## src/rtl/orl_pkg.sv

```systemverilog
package orl_pkg;

  localparam int KEY_W   = 16;
  localparam int GRADE_W = 10;
  localparam int CMD_W   = 3;
  localparam int STAT_W  = 2;

  localparam logic [CMD_W-1:0] CMD_APPEND = 3'd0;
  localparam logic [CMD_W-1:0] CMD_LOOKUP = 3'd1;
  localparam logic [CMD_W-1:0] CMD_DUMP   = 3'd2;
  localparam logic [CMD_W-1:0] CMD_REMOVE = 3'd3;
  localparam logic [CMD_W-1:0] CMD_CLEAR  = 3'd4;

  localparam logic [STAT_W-1:0] ST_OK       = 2'd0;
  localparam logic [STAT_W-1:0] ST_EMPTY    = 2'd1;
  localparam logic [STAT_W-1:0] ST_NOTFOUND = 2'd2;
  localparam logic [STAT_W-1:0] ST_FULL     = 2'd3;

  typedef struct packed {
    logic [CMD_W-1:0]   cmd;
    logic [KEY_W-1:0]   key;
    logic [GRADE_W-1:0] grade;
  } orl_req_t;

  typedef struct packed {
    logic [STAT_W-1:0]  status;
    logic [KEY_W-1:0]   found_key;
    logic [GRADE_W-1:0] found_grade;
    logic               last;
  } orl_rsp_t;

  typedef struct packed {
    logic [KEY_W-1:0]   key;
    logic [GRADE_W-1:0] grade;
  } orl_entry_t;

endpackage

```

## src/rtl/ordered_record_list_top.sv

```systemverilog
// Insertion-ordered store of up to ENTRIES records (16-bit key, 10-bit grade in
// hundredths), held packed in a memory with a write port and a registered read port.
// One request is handled at a time; in_stall stays high while a request is at work
// and while its last result waits in the output register. Append and clear finish
// in the idle state. Lookup reads one record per cycle through the memory read port
// and stops on the first hit or after the last record. Remove is the same search
// followed by a compaction that moves one record per cycle; a miss skips it.
// Dump emits one record per cycle while out_stall is low or no result is pending.
// The registered memory read port paces these searches and walks. Lookup, dump,
// remove and clear on an empty store answer with status empty; commands 5 to 7
// produce no result.
module ordered_record_list_top
  import orl_pkg::*;
#(
  parameter int ENTRIES = 16
) (
  input  logic     clk,
  input  logic     rst_n,
  input  logic     in_valid,
  output logic     in_stall,
  input  orl_req_t in_req,
  output logic     out_valid,
  input  logic     out_stall,
  output orl_rsp_t out_rsp
);

  localparam int CNTW = $clog2(ENTRIES + 1);
  localparam int IDXW = (ENTRIES > 1) ? $clog2(ENTRIES) : 1;

  typedef enum logic [1:0] {S_IDLE, S_SCAN, S_SHIFT, S_DUMP} state_t;

  state_t             state_r, state_nxt;
  logic [CNTW-1:0]    count_r, count_nxt;
  logic [CNTW-1:0]    idx_r, idx_nxt;
  logic [IDXW-1:0]    chk_idx_r, chk_idx_nxt;
  logic               chk_v_r, chk_v_nxt;
  logic [CMD_W-1:0]   cmd_r, cmd_nxt;
  logic [KEY_W-1:0]   key_r, key_nxt;
  orl_entry_t         res_r, res_nxt;
  logic               out_valid_r, out_valid_nxt;
  orl_rsp_t           out_rsp_r, out_rsp_nxt;

  orl_entry_t         mem [ENTRIES];
  orl_entry_t         rd_data_r;
  logic               rd_en;
  logic [IDXW-1:0]    rd_addr;
  logic               wr_en;
  logic [IDXW-1:0]    wr_addr;
  orl_entry_t         wr_data;

  logic               accept;
  logic               out_free;
  logic               load;
  orl_rsp_t           load_rsp;
  logic               match;
  logic               issue;

  assign in_stall  = (state_r != S_IDLE) || out_valid_r;
  assign accept    = in_valid && !in_stall;
  assign out_free  = !out_valid_r || !out_stall;
  assign out_valid = out_valid_r;
  assign out_rsp   = out_rsp_r;
  assign match     = chk_v_r && (rd_data_r.key == key_r);
  assign issue     = idx_r < count_r;

  always_ff @(posedge clk) begin
    if (wr_en) begin
      mem[wr_addr] <= wr_data;
    end
    if (rd_en) begin
      rd_data_r <= mem[rd_addr];
    end
  end

  always_comb begin
    state_nxt   = state_r;
    count_nxt   = count_r;
    idx_nxt     = idx_r;
    chk_idx_nxt = chk_idx_r;
    chk_v_nxt   = chk_v_r;
    cmd_nxt     = cmd_r;
    key_nxt     = key_r;
    res_nxt     = res_r;
    rd_en       = 1'b0;
    rd_addr     = idx_r[IDXW-1:0];
    wr_en       = 1'b0;
    wr_addr     = count_r[IDXW-1:0];
    wr_data     = '{key: in_req.key, grade: in_req.grade};
    load        = 1'b0;
    load_rsp    = '{status: ST_OK, found_key: '0, found_grade: '0, last: 1'b1};

    unique case (state_r)
      S_IDLE: begin
        if (accept) begin
          cmd_nxt     = in_req.cmd;
          key_nxt     = in_req.key;
          idx_nxt     = '0;
          chk_v_nxt   = 1'b0;
          if (in_req.cmd == CMD_APPEND) begin
            load = 1'b1;
            if (count_r == CNTW'(ENTRIES)) begin
              load_rsp.status = ST_FULL;
            end else begin
              wr_en     = 1'b1;
              count_nxt = count_r + CNTW'(1);
            end
          end else if (in_req.cmd == CMD_LOOKUP || in_req.cmd == CMD_DUMP ||
                       in_req.cmd == CMD_REMOVE || in_req.cmd == CMD_CLEAR) begin
            if (count_r == '0) begin
              load            = 1'b1;
              load_rsp.status = ST_EMPTY;
            end else if (in_req.cmd == CMD_CLEAR) begin
              load      = 1'b1;
              count_nxt = '0;
            end else if (in_req.cmd == CMD_DUMP) begin
              state_nxt = S_DUMP;
            end else begin
              state_nxt = S_SCAN;
            end
          end
        end
      end
      S_SCAN: begin
        if (match) begin
          chk_v_nxt = 1'b0;
          if (cmd_r == CMD_LOOKUP) begin
            load                 = 1'b1;
            load_rsp.found_key   = rd_data_r.key;
            load_rsp.found_grade = rd_data_r.grade;
            state_nxt            = S_IDLE;
          end else begin
            res_nxt   = rd_data_r;
            idx_nxt   = CNTW'(chk_idx_r) + CNTW'(1);
            state_nxt = S_SHIFT;
          end
        end else if (chk_v_r && !issue) begin
          chk_v_nxt       = 1'b0;
          load            = 1'b1;
          load_rsp.status = ST_NOTFOUND;
          state_nxt       = S_IDLE;
        end else begin
          rd_en       = issue;
          chk_v_nxt   = issue;
          chk_idx_nxt = idx_r[IDXW-1:0];
          if (issue) begin
            idx_nxt = idx_r + CNTW'(1);
          end
        end
      end
      S_SHIFT: begin
        if (chk_v_r) begin
          wr_en   = 1'b1;
          wr_addr = chk_idx_r - IDXW'(1);
          wr_data = rd_data_r;
        end
        if (!chk_v_r && !issue) begin
          count_nxt            = count_r - CNTW'(1);
          load                 = 1'b1;
          load_rsp.found_key   = res_r.key;
          load_rsp.found_grade = res_r.grade;
          state_nxt            = S_IDLE;
        end else begin
          rd_en       = issue;
          chk_v_nxt   = issue;
          chk_idx_nxt = idx_r[IDXW-1:0];
          if (issue) begin
            idx_nxt = idx_r + CNTW'(1);
          end
        end
      end
      S_DUMP: begin
        if (!chk_v_r || out_free) begin
          if (chk_v_r) begin
            load                 = 1'b1;
            load_rsp.found_key   = rd_data_r.key;
            load_rsp.found_grade = rd_data_r.grade;
            load_rsp.last        = (CNTW'(chk_idx_r) + CNTW'(1)) == count_r;
          end
          rd_en       = issue;
          chk_v_nxt   = issue;
          chk_idx_nxt = idx_r[IDXW-1:0];
          if (issue) begin
            idx_nxt = idx_r + CNTW'(1);
          end else begin
            state_nxt = S_IDLE;
          end
        end
      end
      default: state_nxt = S_IDLE;
    endcase

    out_valid_nxt = (out_valid_r && out_stall) || load;
    out_rsp_nxt   = load ? load_rsp : out_rsp_r;
  end

  always_ff @(posedge clk) begin
    if (!rst_n) begin
      state_r     <= S_IDLE;
      count_r     <= '0;
      chk_v_r     <= 1'b0;
      out_valid_r <= 1'b0;
    end else begin
      state_r     <= state_nxt;
      count_r     <= count_nxt;
      chk_v_r     <= chk_v_nxt;
      out_valid_r <= out_valid_nxt;
    end
    idx_r     <= idx_nxt;
    chk_idx_r <= chk_idx_nxt;
    cmd_r     <= cmd_nxt;
    key_r     <= key_nxt;
    res_r     <= res_nxt;
    out_rsp_r <= out_rsp_nxt;
  end

  a_count_bound: assert property (@(posedge clk) disable iff (!rst_n)
    count_r <= CNTW'(ENTRIES))
    else $error("record count above capacity");

  a_idle_no_read: assert property (@(posedge clk) disable iff (!rst_n)
    state_r == S_IDLE |-> !chk_v_r)
    else $error("read pipeline busy while idle");

  a_load_free: assert property (@(posedge clk) disable iff (!rst_n)
    load |-> out_free)
    else $error("result overwrites a pending result");

  a_remove_dec: assert property (@(posedge clk) disable iff (!rst_n)
    (state_r == S_SHIFT && state_nxt == S_IDLE) |=> count_r == $past(count_r) - CNTW'(1))
    else $error("remove did not drop one record");

endmodule

```

## config.mk

```make
export PLATFORM = sky130hd
export DESIGN_NAME = ordered_record_list_top
export DESIGN_NICKNAME = d
export VERILOG_FILES = /design/src/rtl/orl_pkg.sv /design/src/rtl/ordered_record_list_top.sv
export SDC_FILE = /design/constraint.sdc
export NUM_CORES = 1
export LEC_CHECK = 0
export ABC_AREA = 1
export BUFFER_PORTS_ARGS = -buffer_cell sky130_fd_sc_hd__buf_2
export CORE_MARGIN = 2
export CORE_UTILIZATION = 33
export DETAILED_ROUTE_END_ITERATION = 6
export GPL_ROUTABILITY_DRIVEN = 0
export PLACE_DENSITY = 0.47
export SYNTH_ARGS = -nofsm -noshare
export SYNTH_HDL_FRONTEND = slang
export SYNTH_SLANG_ARGS = --single-unit
```

## constraint.sdc

```tcl
create_clock -name clk -period 4.4 [get_ports clk]
set_clock_uncertainty 0.05 [all_clocks]
set_input_delay 0.22 -clock clk [delete_from_list [all_inputs] [get_ports clk]]
set_output_delay 0.22 -clock clk [all_outputs]
set_load 0.02 [all_outputs]
```

**Word-level counts from Yosys, hierarchy flattened**

Memory sizes are Yosys's and may differ from the RTL's. A register that Yosys moved wholly into a read port is not among the register bits.
Index checks and enable logic that the tools add are counted.

- Eq/ne operators: 29
- Bitwise gates (word level): 1
- Magnitude comparators: 1
- Muxes and demuxes: 79
- $add $sub $neg: 5
- Reductions and logical operators: 31

Operator list:

| cell | number |
|---|---|
| 2-to-1 mux 26 bit | 5 |
| case mux 26 bit (3 select lines) | 1 |
| 2-to-1 mux 5 bit | 14 |
| 2-to-1 mux 27 bit | 2 |
| 2-to-1 mux 2 bit | 17 |
| 2-to-1 mux 1 bit | 25 |
| 2-to-1 mux 4 bit | 6 |
| inequality test 2 bit, second input constant | 11 |
| inequality test 3 bit, second input constant | 7 |
| case mux 5 bit (4 select lines) | 1 |
| == test 16 bit | 1 |
| case mux 4 bit (3 select lines) | 1 |
| adder 5 x 1 -> 5 bit, second input constant | 2 |
| case mux 5 bit (2 select lines) | 1 |
| AND reduction 5 bit | 2 |
| AND reduction 3 bit | 3 |
| AND reduction 9 bit | 1 |
| case mux 1 bit (4 select lines) | 2 |
| case mux 2 bit (4 select lines) | 1 |
| logical OR 1 bit | 7 |
| AND reduction 7 bit | 1 |
| == test 3 x 1 -> 1 bit, second input constant | 2 |
| == test 3 x 2 -> 1 bit, second input constant | 2 |
| adder 4 x 1 -> 5 bit, second input constant | 1 |
| other kinds (20) | 30 |

- Logic and storage cells: 161
- Bits in writable memories: 416
- Output and inout port bits: 31
- Memories kept: 1
- Input port bits: 33
- Bits in registers: 92

Memories:

| name | words | bits a word | rd ports | clocked after Yosys merged registers in | write ports | line | text |
|---|---|---|---|---|---|---|---|
| mem | 16 | 26 | 1 | 1 | 1 | ordered_record_list_top.sv:43 | `orl_entry_t mem [ENTRIES];` |

**Longest topological paths before layout**

- Word-level depth: 9
- Mapped depth: 14
- Gate-level depth less buffers: 14

**Worst setup path after synthesis**

No wires, ideal clock.

- Path kind: reg2reg
- Start: reg count_r[2]
- End: reg, netlist name rd_data_r[0]
- Period minus slack after synthesis: 3.302 ns
- Stages on the path, launching flop included: 11
- Setup slack: 1.098 ns
- Library setup time: 0.409 ns
- Buffers on the path: 1
- Data arrival time: 2.844 ns
- Data required time: 3.941 ns
- Cell sequence: dfxtp_1 -> buf_2 -> clkinv_1 -> ha_1 -> nand2_1 -> inv_1 -> o21ai_0 -> nand3_1 -> nand3_1 -> nand3_1 -> nor2_1

- Longest elaborated chain between the ends: 6
- Elaborated cells between the ends (all ways): 9
- Classes of those cells: order compare (1); mux (5); reduce/logical (3)

RTL lines:

| element | line | text |
|---|---|---|
| start, declared | ordered_record_list_top.sv:33 | `logic [CNTW-1:0] count_r, count_nxt;` |
| start signal, assigned | ordered_record_list_top.sv:204 | `count_r <= count_nxt;` |
| less-than comparator 5 bit * | ordered_record_list_top.sv:64 | `assign issue = idx_r < count_r;` |
| logical NOT 1 bit | ordered_record_list_top.sv:136, ordered_record_list_top.sv:156 |  |
| logical AND 1 bit | ordered_record_list_top.sv:136 | `end else if (chk_v_r && !issue) begin` |
| 2-to-1 mux 1 bit | ordered_record_list_top.sv:136 |  |
| 2-to-1 mux 1 bit | ordered_record_list_top.sv:124 | `if (match) begin` |
| case mux 1 bit (3 select lines) * | ordered_record_list_top.sv:92 | `unique case (state_r)` |
| named net rd_en | ordered_record_list_top.sv:45 | `logic rd_en;` |

Mark *: on every way through the listed nets, which the timed path passes. The rest lies on a longest branch.
A chain may end at the register's enable or synchronous reset.

**Worst setup path in the final report**

- Start: reg count_r[2]
- End: reg out_rsp_r (netlist bit out_rsp[3]) (enable)

- Longest elaborated chain between the ends: 6
- Elaborated cells between the ends (all ways): 13
- Classes of those cells: order compare (1); mux (8); reduce/logical (4)

RTL lines:

| element | line | text |
|---|---|---|
| less-than comparator 5 bit / logical NOT 5 bit (equally long branches) | ordered_record_list_top.sv:64, ordered_record_list_top.sv:109 |  |
| logical NOT 1 bit / 2-to-1 mux 1 bit (equally long branches) | ordered_record_list_top.sv:136, ordered_record_list_top.sv:156, ordered_record_list_top.sv:109 |  |
| logical AND 1 bit / 2-to-1 mux 1 bit (equally long branches) | ordered_record_list_top.sv:136, ordered_record_list_top.sv:107 |  |
| 2-to-1 mux 1 bit, on equally long branches | ordered_record_list_top.sv:136, ordered_record_list_top.sv:99 |  |
| 2-to-1 mux 1 bit, on equally long branches | ordered_record_list_top.sv:124, ordered_record_list_top.sv:94 |  |
| case mux 1 bit (4 select lines) * | ordered_record_list_top.sv:92 |  |
| named net load | ordered_record_list_top.sv:53 | `logic load;` |
| end signal, assigned | ordered_record_list_top.sv:213 | `out_rsp_r <= out_rsp_nxt;` |
| end, declared | ordered_record_list_top.sv:41 | `orl_rsp_t out_rsp_r, out_rsp_nxt;` |

Marked as above.

==> results.txt <==
outcome: finished clean
fin nets: 1866
Synth Flop Type: edfxtp_1
Critical-path top delay cell: nand4_1
clock tree buffer depth: 3
I/O pin count: 64
residual DRC count: 0
first-pass GRT wire length: 89600 um
ratio of cells with drive above 1 in the final layout: 0.131
Placed Area: 0.0232 sq mm
logic gate share of total power: 0.243
Die H: 260 um
clock slew at reported path FFs: 60 ps
Setup crit start kind: flip-flop
Compound-Gate Fraction of Synth Area: 0.111
vias: 13900
Yosys warnings: 0
Placed Cells: 2597
switching share of power: 0.327
HP Start: in_req[7]
Final Max Tran Viols: 0
die area: 0.0678 sq mm
cells after synthesis: 1719
number of flops mapped to enable cells by yosys: 525
worst r2r src: count_r[2]
Int Power: 9.42 mW
final setup violation count: 0
Worst setup EP type: flip-flop
FMAX: 0.282 GHz
largest family of logic cells by synthesized area: compound AO/OA/AOI/OAI gates
Adder-Cell Fraction of Synth Area: 0.00577
Worst Path Arrival: 3850 ps
# Post-CTS Setup Buffers: 0
Max VDD drop: 0.345 mV
Tightest Hold Check Type: input port to flip-flop
RSZ-0062 raised after global routing: false
post-synthesis mux area share: 0
cts repair resizes: 0
GRT Total Usage: 0.178
Reg power frac: 0.429
Synthesized Nets: 1762
Synth Area in Simple Gates: 0.108
worst setup path startpoint: count_r[2]
clock share of power: 0.328
final core occ: 0.390
drt total wl: 60200 um
Initial Utilization: 0.335
most frequent cells in the layout: edfxtp_1, o21ai_0, nor2_1, nand2_1, nand3_1
initial drt markers: 1315
Wirelength per Cell: 22.1 um
count of cell types in the netlist: 45
Area Growth Syn to Fin: 16.3%
Final min period: 3550 ps
die width: 260 um
Placement Rows: 93
Slew @ Worst Pin: 1140 ps
Hold Buf Count CTS: 22
Core ar.: 0.0647 sq mm
largest net degree at the start of global routing: 213
clk sinks: 534
Slew headroom: 0.236
Async SR Flop Fraction: 0
H-Tree Depth: 2
worst-path maximum fanout: 18
power after layout: 14.0 mW
count of non-filler cells in the finished layout: 2726
Avg Cell Area, Syn: 12.6 sq um
final hold violation count: 0
setup TNS: 0 ps
total gr overflow: 0
IO Port Bufs: 63
Sw Pwr: 4.58 mW
final instance area: 0.0252 sq mm
initial antenna violation count: 4
clk_lat worst skew: 630 ps
ant diodes: 0
Avg Vias per Cell: 5.11
max_cap viols: 0
Power Dens Cells: 555 mW/mm^2
vias in the first global route: 13800
Final HPWL DP: 35200 um
leading cell type in the layout, fill and taps excluded: edfxtp_1
flops & latches, synth: 534
Post-DRT Antenna Nets: 0
Setup CP Type: flip-flop to flip-flop
CTS Buf Count: 57
CTS tree: built
Leak: 8.53 nW
Fillers: 6235
final period utilization: 0.806
xor/xnor share of the synthesized area: 0.00767
crit path cell chain: clkinv_1 -> ha_1 -> nand2_1 -> inv_1 -> o21ai_0 -> nand2_1 -> nor2_1 -> nor2_1 -> nand3_1 -> nand4_1 -> buf_4
CTS Root Cell: clkbuf_16
Seq/Total Area, Yosys: 0.735
DR pass1 iterations: 5
Crit path largest cell delay: 680 ps
post-synthesis instance area: 0.0217 sq mm
critical path required time: 4700 ps
-- power by group through the flow --
stage               registers, mW  clock network, mW  logic, mW
global placement             6.11                  0       3.41
floorplan                    6.17                  0       2.08
CTS                          6.00               4.71       3.43
finish                       6.00               4.60       3.40
detailed placement           6.11                  0       3.41
global route                 6.02               4.89       3.76
-- flip-flops by register name, summed over array words and instances (netlist names) --
register	cells
mem	416
chk_v_r	1
key_r	16
count_r	5
cmd_r	3
out_rsp	29
idx_r	5
rd_data_r	26
chk_idx_r	4
state_r	2
res_r	26
out_valid	1
-- path summary, 6_finish.rpt --
path,endpoint,slack (ps),cells past startpoint
setup / recovery,out_rsp[3],850,11
hold / removal,mem[15][7],120,4
setup reg to reg,out_rsp[3],850,11
hold reg to reg,res_r[4],410,0
-- cells in the mapped netlist, types with 5 or more instances --
| master | count | area share |
|---|---|---|
| xor2_1 | 11 | 0.0044 |
| ha_1 | 10 | 0.0058 |
| o211ai_1 | 9 | 0.0031 |
| inv_2 | 7 | 0.0012 |
| nand2_2 | 5 | 0.0014 |
| dfxtp_1 | 9 | 0.0083 |
| o21ai_1 | 12 | 0.0028 |
| nor2_1 | 259 | 0.045 |
| a21oi_1 | 13 | 0.0030 |
| buf_2 | 19 | 0.0044 |
| xnor2_1 | 8 | 0.0032 |
| nand2_1 | 205 | 0.035 |
| nand4_1 | 6 | 0.0017 |
| clkbuf_1 | 66 | 0.011 |
| o221ai_1 | 43 | 0.017 |
| nand3_1 | 73 | 0.017 |
| o21ai_0 | 261 | 0.060 |
| clkinv_1 | 7 | 0.0012 |
| inv_1 | 67 | 0.012 |
| o22ai_1 | 65 | 0.019 |
| edfxtp_1 | 525 | 0.73 |
-- cell type report --
cell class | instances | area [sq um] | area share
inverters | 83 | 322 | 0.0127
flip-flops and latches | 534 | 15900 | 0.632
clock inverters | 36 | 285 | 0.0113
well taps | 855 | 1070 | 0.0424
clock buffers | 71 | 1480 | 0.0586
repair buffers | 135 | 936 | 0.0371
multi-input cells | 1012 | 5190 | 0.206
-- metrics by stage --
step	hold slack, ps	setup WS (ps)
finish	116	852
global route	159	541
CTS	83.9	809
detailed placement	364	836
global placement	365	855
floorplan	268	1100
-- critical path: cells and delay by family (launching register included) --
family                   cells  cell delay, ps
adder cells (fa/ha/maj)      1             360
AO/OA/AOI/OAI                1             200
buffers and inverters        3             790
flip-flops                   1             500
AND/OR/NAND/NOR              6            1340
-- layer usage --
layer	global-route usage	vias up	wire, um
met4	0.0505	4	1290
met2	0.273	439	26800
li1	-	6504	-
met5	0	-	33
met3	0.0356	89	4220
met1	0.256	6902	27900
-- cell families (layout without fill, tap and decap cells) --
logic type,Yosys count,count (layout)
adder cells (fa/ha/maj),10,10
AO/OA/AOI/OAI,416,416
buffers and inverters,173,325
XOR/XNOR,19,19
flip-flops,534,534
AND/OR/NAND/NOR,567,567
Note: power is estimated with default switching activity, not from simulation.
